$ cat config.mk
export PLATFORM = sky130hd
export DESIGN_NAME = gcd_distinct_prime_count
export DESIGN_NICKNAME = d
export VERILOG_FILES = /design/src/hw/rtl/gdpc_pkg.sv /design/src/hw/rtl/gcd_distinct_prime_count.sv /design/src/hw/rtl/gdpc_div.sv
export SDC_FILE = /design/constraint.sdc
export NUM_CORES = 1
export LEC_CHECK = 0
export BUFFER_PORTS_ARGS = -buffer_cell sky130_fd_sc_hd__buf_2
export CORE_UTILIZATION = 45
export DETAILED_ROUTE_END_ITERATION = 12
export GPL_TIMING_DRIVEN = 0
export HOLD_SLACK_MARGIN = 0.1
export RECOVER_POWER = 25
export SLEW_MARGIN = 20
export SYNTH_ARGS = -nofsm -noshare
export SYNTH_HDL_FRONTEND = slang
export SYNTH_SLANG_ARGS = --single-unit
export TNS_END_PERCENT = 100
$ cat constraint.sdc
create_clock -name clock -period 6 [get_ports clock]
set_input_delay 0.6 -clock clock [delete_from_list [all_inputs] [get_ports clock]]
set_output_delay 0.6 -clock clock [all_outputs]
set_load 0.01 [all_outputs]
$ cat src/hw/rtl/gdpc_pkg.sv
// gdpc_pkg: widths shared by the gcd / distinct prime count block
// no dependencies; used by gdpc_div and gcd_distinct_prime_count
`default_nettype none

package gdpc_pkg;

   localparam int OPERAND_WIDTH = 40;
   localparam int COUNT_WIDTH   = 5;
   // bit counter of the serial divider, holds OPERAND_WIDTH itself
   localparam int STEP_WIDTH    = $clog2(OPERAND_WIDTH + 1);

   typedef logic [OPERAND_WIDTH-1:0] operand_type;
   typedef logic [COUNT_WIDTH-1:0]   count_type;
   typedef logic [STEP_WIDTH-1:0]    step_type;

endpackage

`default_nettype wire

$ cat src/hw/rtl/gcd_distinct_prime_count.sv
// gcd_distinct_prime_count: one plus the number of distinct primes dividing gcd(a, b)
// Euclid steps, then factors of two shifted out, then trial division; each Euclid or trial
// step is one serial division, up to about 2^19 trial divisions for 40-bit operands
// a zero operand gives a registered result of 1 in the cycle after the transaction is taken
// one transaction at a time, busy high until the result strobe; sync reset clears control
`default_nettype none

module gcd_distinct_prime_count (
   input  wire logic                  clock,
   input  wire logic                  reset,
   input  wire logic                  start,
   output logic                       busy,
   input  wire gdpc_pkg::operand_type req_first_value,
   input  wire gdpc_pkg::operand_type req_second_value,
   output logic                       rsp_strobe,
   output gdpc_pkg::count_type        rsp_coprime_count
);

   localparam logic [2:0] S_IDLE   = 3'd0;
   localparam logic [2:0] S_GCD    = 3'd1;
   localparam logic [2:0] S_EVEN   = 3'd2;
   localparam logic [2:0] S_TRIAL  = 3'd3;
   localparam logic [2:0] S_DIVOUT = 3'd4;

   logic [2:0]            state_ff, state_in;
   gdpc_pkg::operand_type x_ff, x_in;   // gcd operand, later the remaining cofactor
   gdpc_pkg::operand_type y_ff, y_in;   // gcd operand, later the trial divisor
   gdpc_pkg::count_type   cnt_ff, cnt_in;
   logic                  div_start_ff, div_start_in;
   logic                  strobe_ff, strobe_in;
   gdpc_pkg::count_type   rsp_cnt_ff, rsp_cnt_in;

   logic                  div_done;
   gdpc_pkg::operand_type div_quo;
   gdpc_pkg::operand_type div_rem;

   gdpc_div u_div (
      .clock     (clock),
      .reset     (reset),
      .start     (div_start_ff),
      .dividend  (x_ff),
      .divisor   (y_ff),
      .done      (div_done),
      .quotient  (div_quo),
      .remainder (div_rem)
   );

   always_comb begin
      state_in     = state_ff;
      x_in         = x_ff;
      y_in         = y_ff;
      cnt_in       = cnt_ff;
      div_start_in = 1'b0;
      strobe_in    = 1'b0;
      rsp_cnt_in   = rsp_cnt_ff;
      unique case (state_ff)
         S_IDLE: begin
            if (start) begin
               if (req_first_value == '0 || req_second_value == '0) begin
                  strobe_in  = 1'b1;
                  rsp_cnt_in = gdpc_pkg::COUNT_WIDTH'(1);
               end else begin
                  x_in         = req_first_value;
                  y_in         = req_second_value;
                  cnt_in       = gdpc_pkg::COUNT_WIDTH'(1);
                  div_start_in = 1'b1;
                  state_in     = S_GCD;
               end
            end
         end
         S_GCD: begin
            if (div_done) begin
               x_in = y_ff;
               y_in = div_rem;
               if (div_rem == '0) begin
                  // gcd found; a factor of two counts once
                  if (!y_ff[0]) begin
                     cnt_in = cnt_ff + gdpc_pkg::COUNT_WIDTH'(1);
                  end
                  state_in = S_EVEN;
               end else begin
                  div_start_in = 1'b1;
               end
            end
         end
         S_EVEN: begin
            if (!x_ff[0]) begin
               x_in = x_ff >> 1;
            end else begin
               y_in         = gdpc_pkg::OPERAND_WIDTH'(3);
               div_start_in = 1'b1;
               state_in     = S_TRIAL;
            end
         end
         S_TRIAL: begin
            if (div_done) begin
               priority if (y_ff > div_quo) begin
                  // divisor past the square root: what is left is one prime or one
                  strobe_in  = 1'b1;
                  rsp_cnt_in = cnt_ff + gdpc_pkg::COUNT_WIDTH'(x_ff > gdpc_pkg::OPERAND_WIDTH'(1));
                  state_in   = S_IDLE;
               end else if (div_rem == '0) begin
                  cnt_in       = cnt_ff + gdpc_pkg::COUNT_WIDTH'(1);
                  x_in         = div_quo;
                  div_start_in = 1'b1;
                  state_in     = S_DIVOUT;
               end else begin
                  y_in         = y_ff + gdpc_pkg::OPERAND_WIDTH'(2);
                  div_start_in = 1'b1;
               end
            end
         end
         S_DIVOUT: begin
            if (div_done) begin
               if (div_rem == '0) begin
                  x_in = div_quo;
               end else begin
                  y_in     = y_ff + gdpc_pkg::OPERAND_WIDTH'(2);
                  state_in = S_TRIAL;
               end
               div_start_in = 1'b1;
            end
         end
         default: begin
            state_in = S_IDLE;
         end
      endcase
   end

   always_ff @(posedge clock) begin
      if (reset) begin
         state_ff     <= S_IDLE;
         div_start_ff <= 1'b0;
         strobe_ff    <= 1'b0;
      end else begin
         state_ff     <= state_in;
         div_start_ff <= div_start_in;
         strobe_ff    <= strobe_in;
      end
      x_ff       <= x_in;
      y_ff       <= y_in;
      cnt_ff     <= cnt_in;
      rsp_cnt_ff <= rsp_cnt_in;
   end

   assign busy              = (state_ff != S_IDLE);
   assign rsp_strobe        = strobe_ff;
   assign rsp_coprime_count = rsp_cnt_ff;

   a_strobe_idle: assert property (@(posedge clock) disable iff (reset)
      strobe_ff |-> (state_ff == S_IDLE && rsp_cnt_ff != '0))
      else $error("result strobe outside idle or with zero count");

   a_trial_odd: assert property (@(posedge clock) disable iff (reset)
      (state_ff == S_TRIAL || state_ff == S_DIVOUT) |-> (y_ff[0] && y_ff >= 3))
      else $error("trial divisor not odd or below three");

   a_div_busy: assert property (@(posedge clock) disable iff (reset)
      div_start_ff |-> busy)
      else $error("division started while idle");

endmodule

`default_nettype wire

$ cat src/hw/rtl/gdpc_div.sv
// gdpc_div: restoring divider, one quotient bit per cycle
// dividend shifts out msb first while quotient bits shift in; uses gdpc_pkg
`default_nettype none

module gdpc_div (
   input  wire logic                  clock,
   input  wire logic                  reset,
   input  wire logic                  start,
   input  wire gdpc_pkg::operand_type dividend,
   input  wire gdpc_pkg::operand_type divisor,
   output logic                       done,
   output gdpc_pkg::operand_type      quotient,
   output gdpc_pkg::operand_type      remainder
);

   gdpc_pkg::operand_type quo_ff, quo_in;
   gdpc_pkg::operand_type rem_ff, rem_in;
   gdpc_pkg::operand_type dsr_ff, dsr_in;
   gdpc_pkg::step_type    step_ff, step_in;
   logic                  run_ff, run_in;
   logic                  done_ff, done_in;

   logic [gdpc_pkg::OPERAND_WIDTH:0] trial;
   logic [gdpc_pkg::OPERAND_WIDTH:0] diff;
   logic                             fits;

   assign trial = {rem_ff, quo_ff[gdpc_pkg::OPERAND_WIDTH-1]};
   assign diff  = trial - {1'b0, dsr_ff};
   assign fits  = (trial >= {1'b0, dsr_ff});

   always_comb begin
      quo_in  = quo_ff;
      rem_in  = rem_ff;
      dsr_in  = dsr_ff;
      step_in = step_ff;
      run_in  = run_ff;
      done_in = 1'b0;
      if (start) begin
         quo_in  = dividend;
         rem_in  = '0;
         dsr_in  = divisor;
         step_in = gdpc_pkg::STEP_WIDTH'(gdpc_pkg::OPERAND_WIDTH);
         run_in  = 1'b1;
      end else if (run_ff) begin
         rem_in  = fits ? diff[gdpc_pkg::OPERAND_WIDTH-1:0]
                        : trial[gdpc_pkg::OPERAND_WIDTH-1:0];
         quo_in  = {quo_ff[gdpc_pkg::OPERAND_WIDTH-2:0], fits};
         step_in = step_ff - gdpc_pkg::STEP_WIDTH'(1);
         if (step_ff == gdpc_pkg::STEP_WIDTH'(1)) begin
            run_in  = 1'b0;
            done_in = 1'b1;
         end
      end
   end

   always_ff @(posedge clock) begin
      if (reset) begin
         run_ff  <= 1'b0;
         done_ff <= 1'b0;
         step_ff <= '0;
      end else begin
         run_ff  <= run_in;
         done_ff <= done_in;
         step_ff <= step_in;
      end
      quo_ff <= quo_in;
      rem_ff <= rem_in;
      dsr_ff <= dsr_in;
   end

   assign done      = done_ff;
   assign quotient  = quo_ff;
   assign remainder = rem_ff;

   // remainder stays below the divisor once a division has finished
   a_rem_below: assert property (@(posedge clock) disable iff (reset)
      done_ff |-> (rem_ff < dsr_ff))
      else $error("divider remainder not below divisor");

   a_no_restart: assert property (@(posedge clock) disable iff (reset)
      start |-> !run_ff)
      else $error("divider restarted while running");

   a_done_end: assert property (@(posedge clock) disable iff (reset)
      done_ff |-> ($past(run_ff) && !run_ff))
      else $error("divider done without a finished run");

endmodule

`default_nettype wire

Word level (Yosys, flattened, before mapping)
Index checks and enable logic that the tools add are counted.
{"block": "word_totals", "reg_bits": 223, "output_inout_bits": 7, "word_cells": 128}
{"block": "classes", "addsub": 5, "magnitude_cmp": 3, "n_eq_ne": 20, "mux": 66, "bitwise": 1, "n_reduce_logical": 18}
{"operator": "2-to-1 mux 40 bit", "count": 19}
{"operator": "one-hot mux 40 bit (5 select lines)", "count": 2}
{"operator": "zero test 40 bit", "count": 3}
{"operator": "2-to-1 mux 5 bit", "count": 12}
{"operator": "greater-or-equal comparator 41 x 40 -> 1 bit", "count": 1}
{"operator": "adder 40 x 2 -> 40 bit, second input constant", "count": 1}
{"operator": "> comparator 40 x 1 -> 1 bit, second input constant", "count": 1}
{"operator": "> comparator 40 bit", "count": 1}
{"operator": "subtractor 40 bit", "count": 1}
{"operator": "2-to-1 mux 3 bit", "count": 10}
{"operator": "inequality test 2 bit, second input constant", "count": 11}
{"operator": "AND reduction 9 bit", "count": 2}
{"operator": "2-to-1 mux 1 bit", "count": 16}
{"operator": "AND reduction 8 bit", "count": 2}
{"operator": "one-hot mux 3 bit (5 select lines)", "count": 1}
{"operator": "one-hot mux 5 bit (3 select lines)", "count": 1}
{"operator": "2-to-1 mux 6 bit", "count": 2}
{"operator": "one-hot mux 5 bit (2 select lines)", "count": 1}
{"operator": "AND reduction 7 bit", "count": 1}
{"operator": "== test 3 x 2 -> 1 bit, second input constant", "count": 2}
{"operator": "== test 6 x 1 -> 1 bit, second input constant", "count": 1}
{"operator": "inequality test 2 x 1 -> 1 bit, second input constant", "count": 3}
{"operator": "nonzero test 3 bit", "count": 2}
{"operator": "subtractor 6 x 1 -> 6 bit, second input constant", "count": 1}
{"operator": "other kinds (15)", "count": 16}

Logic depth before layout (Yosys ltp)
Gate-level depths: netlist of the first run.
{"block": "logic_depth", "depth_word": 5, "ltp_mapped": 13}

Modules after synthesis
From an unflattened synthesis of the first run, not the netlist that was laid out.
{"block": "hier_totals", "cells_unflattened": 1524, "area_unflattened_um2": 14704.1}
{"module": "gdpc_div", "instances": 1, "cells_per_inst": 762, "area_each_um2": 7589.8, "seq_area_each_um2": 3363.2}
{"module": "gcd_distinct_prime_count", "instances": 1, "cells_per_inst": 762, "area_each_um2": 7114.3, "seq_area_each_um2": 2802.7}

Worst setup path before layout of the first run
Ideal clock, no wire load.
{"block": "synth_path", "path_type": "flip-flop to flip-flop", "startpoint": "register y_ff[29]", "endpoint": "register y_ff[10] (enable)", "setup_ps": 448, "arrival_time_ps": 4209, "slack_ps": 1343, "path_stages_with_launch": 10, "synth_period_minus_slack_ps": 4657, "cell_sequence": "edfxtp_1 > ha_1 > a21o_1 > a21o_1 > a21oi_1 > o22ai_1 > a2111oi_0 > a31oi_1 > a311o_1 > a21oi_1"}
{"block": "synth_between", "elab_chain_cells": 3}
{"item": "from (decl)", "line_no": "gcd_distinct_prime_count.sv:27", "text": "gdpc_pkg::operand_type y_ff, y_in;"}
{"item": "from (signal assigned)", "line_no": "gcd_distinct_prime_count.sv:141", "text": "y_ff <= y_in;"}
{"item": "> comparator 40 bit", "line_no": "gcd_distinct_prime_count.sv:97", "text": "priority if (y_ff > div_quo) begin"}
{"item": "inequality test 2 bit (no line)"}
{"item": "AND reduction 8 bit (no line)"}
Every way passes these cells.
A chain may end at the register's enable or synchronous reset.

Worst setup path in the final report of the first run
{"block": "layout_path", "startpoint": "register u_div.quo_ff[39] (netlist: u_div.quotient[39])", "endpoint": "register y_ff[33] (enable)"}
{"block": "layout_between", "elab_chain_cells": 3}
{"item": "from (decl)", "line_no": "gdpc_div.sv:16", "text": "gdpc_pkg::operand_type quo_ff, quo_in;"}
{"item": "from (signal assigned)", "line_no": "gdpc_div.sv:66", "text": "quo_ff <= quo_in;"}
{"item": "> comparator 40 bit", "line_no": "gcd_distinct_prime_count.sv:97"}
{"item": "inequality test 2 bit (no line)"}
{"item": "AND reduction 8 bit (no line)"}
Every way passes these cells.

==> results of run 1 <==
-- layout make-up --
cell class                      count  area [sq um]
Inverter                           97         364.1
Clock inverter                     15         186.4
Multi-Input combinational cell   1166          7641
Fill cell                        2974         15220
Clock buffer                       32         714.4
Sequential cell                   223          6166
Timing Repair Buffer               92         496.7
Tap cell                          402         503.0
Buffer                             82         344.1
-- registers in the layout, indices dropped and copies added, names as in the netlist --
name and count:
div_start_ff 1, cnt_ff 5, rsp_strobe 1, rsp_coprime_count 5, u_div.remainder 40, u_div.step_ff 6
u_div.quotient 40, u_div.done 1, state_ff 3, y_ff 40, x_ff 40, u_div.run_ff 1
u_div.dsr_ff 40
-- power by group through the flow --
| stage | Sequential [mW] | Clock, mW | Combinational (mW) |
|---|---|---|---|
| 2_1_floorplan | 2.70 | 0 | 2.69 |
| 3_3_place_gp | 3.04 | 0 | 3.57 |
| 3_5_place_dp | 3.02 | 0 | 3.65 |
| 4_1_cts | 2.99 | 1.70 | 3.68 |
| 5_1_grt | 3.07 | 1.76 | 4.09 |
| 6_report | 3.03 | 1.69 | 3.74 |
-- cells in the mapped netlist, types with 26 or more instances --
cell	count	area, sq um
xnor2_1	33	289.0
xor2_1	45	394.1
nor2_1	121	454.2
dfxtp_1	53	1061
a222oi_1	38	380.4
nor4_1	48	300.3
a21oi_1	74	370.4
ha_1	86	1076
o21ai_0	90	450.4
edfxtp_1	170	5105
a311oi_1	26	227.7
nand2_1	242	908.4
clkbuf_1	61	229.0
nand4_1	32	200.2
inv_1	97	364.1
nand3_1	33	165.2
a21o_1	29	217.7
-- worst max path at each step --
stage,to,start,cells past startpoint,slack [ns]
CTS,y_ff[33]$_DFFE_PP_,u_div.quotient[39]$_DFFE_PP_,10,1.59
detailed placement,y_ff[37]$_DFFE_PP_,u_div.quotient[39]$_DFFE_PP_,10,1.61
global placement,y_ff[36]$_DFFE_PP_,u_div.quotient[39]$_DFFE_PP_,9,-0.64
finish,y_ff[33]$_DFFE_PP_,u_div.quotient[39]$_DFFE_PP_,10,1.52
global route,y_ff[33]$_DFFE_PP_,y_ff[33]$_DFFE_PP_,10,1.43
floorplan,y_ff[10]$_DFFE_PP_,y_ff[29]$_DFFE_PP_,9,1.34
-- cells by family after synthesis --
family / Yosys count
xor gates and xnor gates: 78
buffers and inverters: 179
AOI/OAI and AO/OA: 416
DFF: 223
and+or+nand+nor: 556
muxes: 29
adders and majority gates: 87
-- worst max-delay path, delay by kind of cell, from the launching register on --
kind / cells / cell delay [ns]
AOI/OAI and AO/OA: 5 / 2.46
buffers and inverters: 2 / 0.58
DFF: 1 / 0.53
adders and majority gates: 1 / 0.31
and+or+nand+nor: 2 / 0.29
-- per-stage QoR --
step / instance area, sq um / instances / hold WS, ns / util (%)
6_report: 16420 / 2109 / 0.2948 / 51.89
5_1_grt: 16420 / 2109 / 0.3024 / 51.89
4_1_cts: 16440 / 2109 / 0.2775 / 51.97
3_5_place_dp: 15540 / 2062 / 0.5042 / 49.12
3_3_place_gp: 15440 / 2059 / 0.4932 / 48.81
2_1_floorplan: 14490 / 1568 / 0.4264 / -
-- routing by layer --
metal	global-route usage, %	routed length, um	vias to the layer above
li1	-	-	6136
met1	41.35	21600	6368
met2	49.66	23540	638
met3	2.928	3636	110
met4	12.20	1980	0
met5	0	0	-
==> metrics.md, run 1 <==
| Metric | Value |
|---|---|
| Max-Cap Viols | 1 |
| Hold Crit Depth | 2 |
| Global Route Usage Sum | a little under a third |
| Final Max Slew Viols | 36 |
| Post-synth EDFFs | 170 |
| DRT Pass-1 Iters | 9 |
| Setup violators final | 0 |
| Synth Net Count | 1738 |
| Synth unique cells | 79 |
| Cells after synthesis | 1568 |
| Slew @ Worst Pin | approximately 1.8 ns |
| Clock Skews | 0.01857 ns |
| Fin crit period | approximately 4.5 ns |
| TNS Setup | 0 ns |
| Total Power | 8.453 mW |
| Sink Count | between 200 and 250 |
| Xor/xnor cell area share of the yosys netlist | 4.714% |
| Pwr dens | 514.9 mW/mm^2 |
| Initial antenna violation count | 0 |
| WL/cell | 24.07 um |
| Post-synth ARST share | 0% |
| DR vias/cell | 6.284 |
| Tcrit/Tclk final | 74.72% |
| RSZ-0062 raised after global routing | false |
| CP Cell Sequence | inv_1 -> ha_1 -> nand4_1 -> or2_2 -> o22ai_1 -> a2111oi_0 -> a31oi_1 -> a311o_1 -> a21oi_4 -> buf_16 |
| Final hold vios | 0 |
| Largest net degree at the start of global routing | 41 |
| Most common cell after layout, fill and taps aside | nand2_1 |
| Combinational share of power | 44.2% |
| Synth Warn # | 0 |
| Clock input transition at the sequential cells of the worst setup and hold paths | approximately 0.060 ns |
| Post-synthesis sequential element count | 223 |
| Synth-to-Final Area Change | 13.27% |
| Switching Share | a little over two fifths |
| Compound-Gate Fraction of Synth Area | 20.69% |
| Max VDD drop | 205.1 uV |
| Chip Width | 181.5 um |
| Internal | 4.757 mW |
| Largest family of logic cells by synthesized area | compound AO/OA/AOI/OAI gates |
| Fmax | roughly 220 MHz |
| Part of the power in registers | roughly 36% |
| Relative slew slack | -22.59% |
| WHS Endpoint | rsp_strobe$_SDFF_PP0_ |
| Final HPWL DP | slightly below 40000 um |
| # IOs | 90 |
| Hold Path Class | primary input to register |
| Crit. End Element | register |
| Post-CTS setup buffers | 0 |
| Site Rows | 65 |
| Area share of and/or/nand/nor cells after synthesis | 17.57% |
| Die height | ~180 um |
| Critical setup path kind | register to register |
| Worst skew pair latency | about 0.54 ns |
| GR Overflow Total | 0 |
| Startpoint Class | register |
| Drt initial violations | 1604 |
| Status | complete, but fails checks |
| Post-cts sizing count | 0 |
| Reg2reg start | u_div.quotient[39]$_DFFE_PP_ |
| Gp weighted congestion | 0.9594 |
| Wirelength, routed | 50760 um |
| Post-synthesis mux area share | 2.037% |
| Synth Cell Area | 0.01449 sq mm |
| Sequential area share after synthesis | 42.55% |
| Required @ worst endpoint | around 6.2 ns |
| Arr. time, crit path | 4.72 ns |
| Die footprint | 0.03293 sq mm |
| R2R Setup Slk | roughly 1.5 ns |
| Clock share of power | 20.0% |
| Starting Density | between 40% and 50% |
| Worst path slowest cell | a2111oi_0 |
| Htree depth | 1 |
| R2r endpoint | y_ff[33]$_DFFE_PP_ |
| Core box area | around 0.032 sq mm |
| Synth Area in Adders | under 10% |
| Dpl ws | around 1.6 ns |
| DR vias | about 13000 |
| I/O Buffers | 89 |
| Hold_buf cts | 0 |
| DRC | 0 |
| Vias in the first global route | ~12000 |
| Clock tree buffer depth | 3 |
| Prevailing post-synth register cell | edfxtp_1 |
| Share of post-route cells with drive strength above 1 | under 10% |
| Final Worst Setup Slack | 1.517 ns |
| CTS tree | built |
| Failing checks | max-capacitance violations, max-slew violations |
| Syn avg cell area | 9.243 sq um |
| Max incr delay on CP | 0.67 ns |
| CTS Buf Count | 26 |
| Number of nets in the layout | ~1900 |
| P_sw | 3.696 mW |
| First-pass GRT wire length | 75930 um |
| R2R depth | 10 |
| CTS root buffer | clkbuf_16 |
| Commonest cells after routing, fill and taps aside | nand2_1 (242), edfxtp_1 (170), nor2_1 (121) |
| Worst hold start | reset |
| Antenna Nets Post-Route | 0 |
| Ant diodes | 0 |
| Leakage | ~6.5 nW |
| Crit-path max FO | 22 |
No activity file was read; power rests on OpenSTA's default activity.
==> run 2, diff against run 1 <==
==> constraint.sdc (replaced) <==
create_clock -name clock -period 4.2 [get_ports clock]
set_input_delay 0.42 -clock clock [delete_from_list [all_inputs] [get_ports clock]]
set_output_delay 0.42 -clock clock [all_outputs]
set_load 0.01 [all_outputs]
==> metrics.md, run 2 (synthesis gave the netlist of run 1 again) <==
| Metric | Value |
|---|---|
| CTS root buffer | clkbuf_16 |
| P_sw | 5.287 mW (+43%) |
| CP Cell Sequence | clkbuf_1 -> clkbuf_1 -> clkbuf_1 -> o21ai_0 |
| WL/cell | 24.05 um (about the same) |
| Leakage | 6.509 nW (+0.27%) |
| Part of the power in registers | 35.6% (-0.2 points) |
| Required @ worst endpoint | 4.44 ns (-1.80 ns) |
| CTS Buf Count | 25 (-3.8%) |
| Switching Share | 43.51% (-0.22 points) |
| Multi-input logic area | 0.007660 sq mm (+0.25%) |
| Chip Width | 181.5 um (unchanged) |
| Most common cell after layout, fill and taps aside | nand2_1 |
| Initial antenna violation count | 0 (unchanged) |
| Reg2reg start | div_start_ff$_SDFF_PP0_ |
| Worst hold start | reset |
| Clock tree buffer depth | 3 (unchanged) |
| Ant diodes | 0 (unchanged) |
| Clock share of power | 20.2% (+0.2 points) |
| Drt initial violations | 1578 (-1.6%) |
| Pwr dens | 738.0 mW/mm^2 (+43%) |
| Fill count | 2969 (-0.17%) |
| Worst path slowest cell | clkbuf_1 |
| Commonest cells after routing, fill and taps aside | nand2_1 (242), edfxtp_1 (170), nor2_1 (121) |
| Fmax | 248.4 MHz (+11%) |
| DR vias | 13263 (+0.083%) |
| Setup violators final | 0 (unchanged) |
| Slew @ Worst Pin | 1.788 ns (-0.05053 ns) |
| Number of nets in the layout | 1858 (unchanged) |
| Relative slew slack | -19.23% (+3.4 points) |
| Final Util | 52.04% (+0.15 points) |
| Area taken by flip-flops and latches | 0.006166 sq mm (unchanged) |
| DRC | 0 (unchanged) |
| Hold Path Class | primary input to register |
| R2R Setup Slk | 0.17 ns (-1.34 ns) |
| Worst skew pair latency | 0.54 ns (about the same) |
| Worst path buffer plus inverter count | 3 (+1) |
| DRT Pass-1 Iters | 8 (-1) |
| Tcrit/Tclk final | 95.86% (+21 points) |
| Total Power | 12.15 mW (+44%) |
| Combinational share of power | 44.2% (about the same) |
| I/O Buffers | 89 (unchanged) |
| Site Rows | 65 (unchanged) |
| Largest net degree at the start of global routing | 41 (unchanged) |
| GR Overflow Total | 0 (unchanged) |
| Global Route Usage Sum | 30.40% (+0.043 points) |
| Sink Count | 223 (unchanged) |
| Clock input transition at the sequential cells of the worst setup and hold paths | 0.06 ns (about the same) |
| Starting Density | 45.81% (unchanged) |
| Wirelength, routed | 50680 um (-0.17%) |
| CP startpoint | div_start_ff$_SDFF_PP0_ |
| DR vias/cell | 6.295 (+0.18%) |
| Critical setup path kind | register to register |
| Gp weighted congestion | 0.9547 (-0.49%) |
| Antenna Nets Post-Route | 0 (unchanged) |
| Die height | 181.5 um (unchanged) |
| Core box area | 0.03164 sq mm (unchanged) |
| Internal | 6.865 mW (+44%) |
| Vias in the first global route | 12597 (+1.4%) |
| Share of post-route cells with drive strength above 1 | 10.09% (+0.30 points) |
| TNS Setup | 0 ns (unchanged) |
| # IOs | 90 (unchanged) |
| CP top delay family | buffers and inverters |
| Most used cell, CP | clkbuf_1 |
| Hold_buf cts | 0 (unchanged) |
| Arr. time, crit path | 4.26 ns (-0.46 ns) |
| Status | complete, but fails checks |
| Synth-to-Final Area Change | 13.61% |
| Final hold vios | 0 (unchanged) |
| CTS tree | built |
| Final HPWL DP | 38970 um (-0.53%) |
| RSZ-0062 raised after global routing | false |
| Final Max Slew Viols | 35 (-2.8%) |
| Max-Cap Viols | 1 (unchanged) |
| Max incr delay on CP | 1.33 ns (+0.66 ns) |
| Clock Skews | 0.01678 ns (-0.001797 ns) |
| Startpoint Class | register |
| Crit. End Element | register |
| Die footprint | 0.03293 sq mm (unchanged) |
| First-pass GRT wire length | 75980 um (about the same) |
| Fin crit period | 4.026 ns (-0.4573 ns) |
| Failing checks | max-capacitance violations, max-slew violations |
| Max VDD drop | 317.5 uV (+55%) |
| Htree depth | 1 (unchanged) |
| Crit-path max FO | 34 (+55%) |
[run 2: worst paths after layout]
kind                                        to  cells after the start
setup reg to reg  u_div.quotient[30]$_DFFE_PP_                      4
hold reg to reg      u_div.dsr_ff[0]$_DFFE_PP_                      0
hold / removal           rsp_strobe$_SDFF_PP0_                      2
setup / recovery  u_div.quotient[30]$_DFFE_PP_                      4
[run 2: repair_timing]
action	CTS	global route
gates cloned	0	0
gates resized for setup	1	5
setup buffers	1	0
pin swaps	0	0
setup endpoints to repair	45	35
endpoints found under the hold margin	0	0
[run 2: power groups by stage]
stage	clock network [mW]	logic, mW	registers, mW
finish	2.46	5.37	4.33
global route	2.56	5.88	4.38
CTS	2.47	5.28	4.27
detailed placement	0	5.21	4.31
global placement	0	5.10	4.33
floorplan	0	3.84	3.85
[run 2: area by class of cell]
cell class,count,share of cell area [%]
inverters,97,2.211
clock inverters,11,1.178
clock buffers,33,4.347
multi-input cells,1166,46.52
flip-flops and latches,223,37.45
well taps,402,3.055
plain buffers,82,2.097
repair buffers,93,3.139
[run 2: through the flow]
step / setup WS [ns] / cells / hold slack, ns / area, sq um
after global placement: -1.101 / 2059 / 0.4749 / 15450
final: 0.1740 / 2107 / 0.1186 / 16460
after detailed placement: -0.1852 / 2062 / 0.4761 / 15540
after CTS: 0.04156 / 2107 / 0.1063 / 16470
after global routing: 0.08877 / 2107 / 0.1341 / 16460
after floorplan: 0.3909 / 1568 / 0.4264 / 14500
[run 2: layer usage]
metal  track usage, %  share of wire [%]
met1            41.29                 42
met2            49.09                 46
met3            3.490                7.6
met4            12.95                4.0
met5                0                  0
==> run 3, diff against run 2 <==
--- a/config.mk
+++ b/config.mk
@@ -5,6 +5,7 @@
 export SDC_FILE = /design/constraint.sdc
 export NUM_CORES = 1
 export LEC_CHECK = 0
+export ABC_AREA = 1
 export BUFFER_PORTS_ARGS = -buffer_cell sky130_fd_sc_hd__buf_2
 export CORE_UTILIZATION = 45
 export DETAILED_ROUTE_END_ITERATION = 12
==> metrics.md, run 3 <==
| Metric | Value |
|---|---|
| Setup violators final | 0 (unchanged) |
| Largest net degree at the start of global routing | 42 (+2.4%) |
| Clock share of power | 20.6% (+0.4 points) |
| GR Overflow Total | 0 (unchanged) |
| Pwr dens | 699.7 mW/mm^2 (-5.2%) |
| Synth unique cells | 51 (-35%) |
| Synth top area share | 32.94% (-2.3 points) |
| Failing checks | max-capacitance violations, max-slew violations |
| CTS Buf Count | 28 (+12%) |
| CTS tree | built |
| Htree depth | 1 (unchanged) |
| Leakage | 7.653 nW (+18%) |
| Crit-path max FO | 26 (-24%) |
| Number of nets in the layout | 2377 (+28%) |
| Synth area leader | edfxtp_1 |
| Final hold vios | 0 (unchanged) |
| Clock input transition at the sequential cells of the worst setup and hold paths | 0.06 ns (about the same) |
| Max VDD drop | 498.1 uV (+57%) |
| Sink Count | 223 (unchanged) |
| R2R depth | 11 (+7) |
| Top-count cell post-synth | nand2_1 |
| Post-cts sizing count | 0 (-1) |
| Compound-Gate Fraction of Synth Area | 12.43% (-8.3 points) |
| Prevailing post-synth register cell | edfxtp_1 |
| Part of the power in registers | 37.3% (+1.7 points) |
| Wirelength, routed | 59590 um (+18%) |
| GR Util met3 | 3.182% (-0.31 points) |
| Combinational share of power | 42.1% (-2.1 points) |
| Area share of and/or/nand/nor cells after synthesis | 30.30% (+13 points) |
| Global Route Usage Sum | 33.99% (+3.6 points) |
| DR vias | 15269 (+15%) |
| Final Max Slew Viols | 35 (unchanged) |
| Largest family of logic cells by synthesized area | simple AND/OR/NAND/NOR gates |
| Synth Area in Adders | 7.073% (-0.49 points) |
| Chip Width | 187.6 um (+3.4%) |
| Synth Cell Area | 0.01550 sq mm (+6.9%) |
| Gp weighted congestion | 0.9648 (+1.1%) |
| Cells after synthesis | 2084 (+33%) |
| Post-synth top cells | nand2_1 (571), inv_1 (275), nor2_1 (200) |
| I/O Buffers | 89 (unchanged) |
| Hold Path Class | primary input to register |
| Drt initial violations | 1266 (-20%) |
| GR Util met2 | 56.70% (+7.6 points) |
| DRC | 0 (unchanged) |
| Internal | 6.705 mW (-2.3%) |
| Fin cells | 2677 (+27%) |
| Crit. End Element | register |
| Post-synth EDFFs | 170 (unchanged) |
| Commonest cells after routing, fill and taps aside | nand2_1 (571), inv_1 (276), nor2_1 (199) |
| Hold_buf cts | 0 (unchanged) |
| # IOs | 90 (unchanged) |
| Startpoint Class | register |
| Clock Skews | 0.03303 ns (+0.01626 ns) |
| Required @ worst endpoint | 4.45 ns (about the same) |
| Starting Density | 45.99% (+0.18 points) |
| Post-synth ARST share | 0% (unchanged) |
| Most used cell, CP | nand3_1 |
| DRT Pass-1 Iters | 6 (-2) |
| Core box area | 0.03370 sq mm (+6.5%) |
| Syn avg cell area | 7.436 sq um (-20%) |
| Antenna Nets Post-Route | 0 (unchanged) |
| Die footprint | 0.03518 sq mm (+6.9%) |
| Max-Cap Viols | 1 (unchanged) |
| Share of post-route cells with drive strength above 1 | 9.287% (-0.80 points) |
| Die height | 187.6 um (+3.4%) |
| Switching Share | 45.38% (+1.9 points) |
| WL/cell | 22.26 um (-7.4%) |
| R2R Setup Slk | 0.62 ns (+0.45 ns) |
| Max incr delay on CP | 0.55 ns (-0.78 ns) |
| RSZ-0062 raised after global routing | false |
| Synth Net Count | 2254 (+30%) |
| Synth Warn # | 0 (unchanged) |
| Slew @ Worst Pin | 1.753 ns (-0.03528 ns) |
| Xor/xnor cell area share of the yosys netlist | 1.639% (-3.1 points) |
| Final HPWL DP | 48090 um (+23%) |
| Fin crit period | 3.576 ns (-0.4502 ns) |
| Fmax | 279.7 MHz (+13%) |
| Most used routing layer | met2 |
| GR Util met1 | 42.42% (+1.1 points) |
| Clock tree buffer depth | 3 (unchanged) |
| Hold Crit Depth | 2 (unchanged) |
| Relative slew slack | -16.87% (+2.4 points) |
| P_sw | 5.571 mW (+5.4%) |
| WHS Endpoint | state_ff[1]$_SDFFE_PP0P_ |
| Worst skew pair latency | 0.58 ns (+0.04 ns) |
| CTS root buffer | clkbuf_16 |
| Status | complete, but fails checks |
| Worst path slowest cell | edfxtp_1 |
| Post-synthesis sequential element count | 223 (unchanged) |
| Post-synthesis mux area share | 0% (-2.0 points) |
| Site Rows | 67 (+3.1%) |
| Inst Count DP | 2625 (+27%) |
| Arr. time, crit path | 3.83 ns (-0.43 ns) |
| Ant diodes | 0 (unchanged) |
| Synth-to-Final Area Change | 13.21% |
| Most common cell after layout, fill and taps aside | nand2_1 |
| CP Cell Sequence | ha_1 -> nand2_1 -> nor2_1 -> and2_1 -> nand4_1 -> nor2_1 -> nand3_1 -> nand3_1 -> nand3_1 -> nor2_4 -> buf_12 |
| Area contributors post-synth | edfxtp_1 (33%), nand2_1 (14%), ha_1 (6.9%), dfxtp_1 (6.8%), inv_1 (6.7%) |
| Critical setup path kind | register to register |
| R2r endpoint | y_ff[25]$_DFFE_PP_ |
| First-pass GRT wire length | 89670 um (+18%) |
| Initial antenna violation count | 0 (unchanged) |
| DR vias/cell | 5.704 (-9.4%) |
| Post-CTS setup buffers | 0 (-1) |
| Reg2reg start | y_ff[23]$_DFFE_PP_ |
| Worst hold start | reset |
| Sequential area share after synthesis | 39.79% (-2.8 points) |
| Total Power | 12.28 mW (+1.0%) |
| Vias in the first global route | 15011 (+19%) |
| Tcrit/Tclk final | 85.14% (-11 points) |
[run 3: cell types whose count changed in the layout (fill, tap and decap cells not counted), sizes merged, moves of 37 or more]
cell    change
a222oi     -38
inv       +187
nand2     +339
nand3     +147
nor2       +89
o211ai     +37
xor2       -39
[run 3: worst max-delay path by stage]
stage | start | endpoint | slack, ns
floorplan | y_ff[23]$_DFFE_PP_ | y_ff[10]$_DFFE_PP_ | 0.46
global placement | div_start_ff$_SDFF_PP0_ | u_div.quotient[34]$_DFFE_PP_ | -1.40
detailed placement | y_ff[23]$_DFFE_PP_ | y_ff[6]$_DFFE_PP_ | 0.76
CTS | y_ff[23]$_DFFE_PP_ | y_ff[25]$_DFFE_PP_ | 0.68
global route | y_ff[23]$_DFFE_PP_ | y_ff[25]$_DFFE_PP_ | 0.55
finish | y_ff[23]$_DFFE_PP_ | y_ff[25]$_DFFE_PP_ | 0.62
[run 3: worst max-delay path, delay by kind of cell (launching register included)]
kind,cells,cell delay (ns)
flip-flops,1,0.55
adder cells (fa/ha/maj),1,0.40
buffers and inverters,1,0.25
AND/OR/NAND/NOR,9,2.03
[run 3: layout make-up]
cell class / count / area [sq um]
tap: 448 / 560.5
inverter: 288 / 1081
multi-input combinational: 1515 / 7979
clock inverter: 15 / 168.9
sequential: 223 / 6166
clock buffer: 37 / 797.0
timing repair buffer: 93 / 509.2
buffer: 58 / 282.8
fill: 3434 / 16160
[run 3: stage by stage]
stage	setup TNS, ns	worst slack, ns	hold WS [ns]	area (sq um)	utilization (%)
floorplan	0	0.4619	0.4264	15500	-
global placement	-109.99	-1.402	0.4623	16500	48.97
detailed placement	0	0.7621	0.4684	16600	49.27
CTS	0	0.6839	0.1233	17570	52.13
global route	0	0.5500	0.1506	17540	52.06
finish	0	0.6241	0.1453	17540	52.06
[run 3: cell families (layout without fill, tap and decap cells)]
| family | count (synthesis) | in the layout |
|---|---|---|
| buffers and inverters | 346 | 491 |
| AND/OR/NAND/NOR | 1082 | 1082 |
| XOR/XNOR | 29 | 29 |
| adder cells (fa/ha/maj) | 87 | 87 |
| flip-flops | 223 | 223 |
| AO/OA/AOI/OAI | 317 | 317 |
[run 3: power by group through the flow]
stage                     registers [mW]  logic, mW  clock network (mW)
after global routing                4.65       5.69                2.64
after detailed placement            4.56       5.07                   0
after CTS                           4.52       5.11                2.55
after floorplan                     4.17       3.34                   0
final                               4.58       5.17                2.53
after global placement              4.64       4.86                   0
[run 3: routing by layer]
layer | up-vias | part of all wire, %
met5 | - | 0
met1 | 7197 | 41
met4 | 0 | 6.8
li1 | 7287 | -
met2 | 622 | 47
met3 | 163 | 5.6
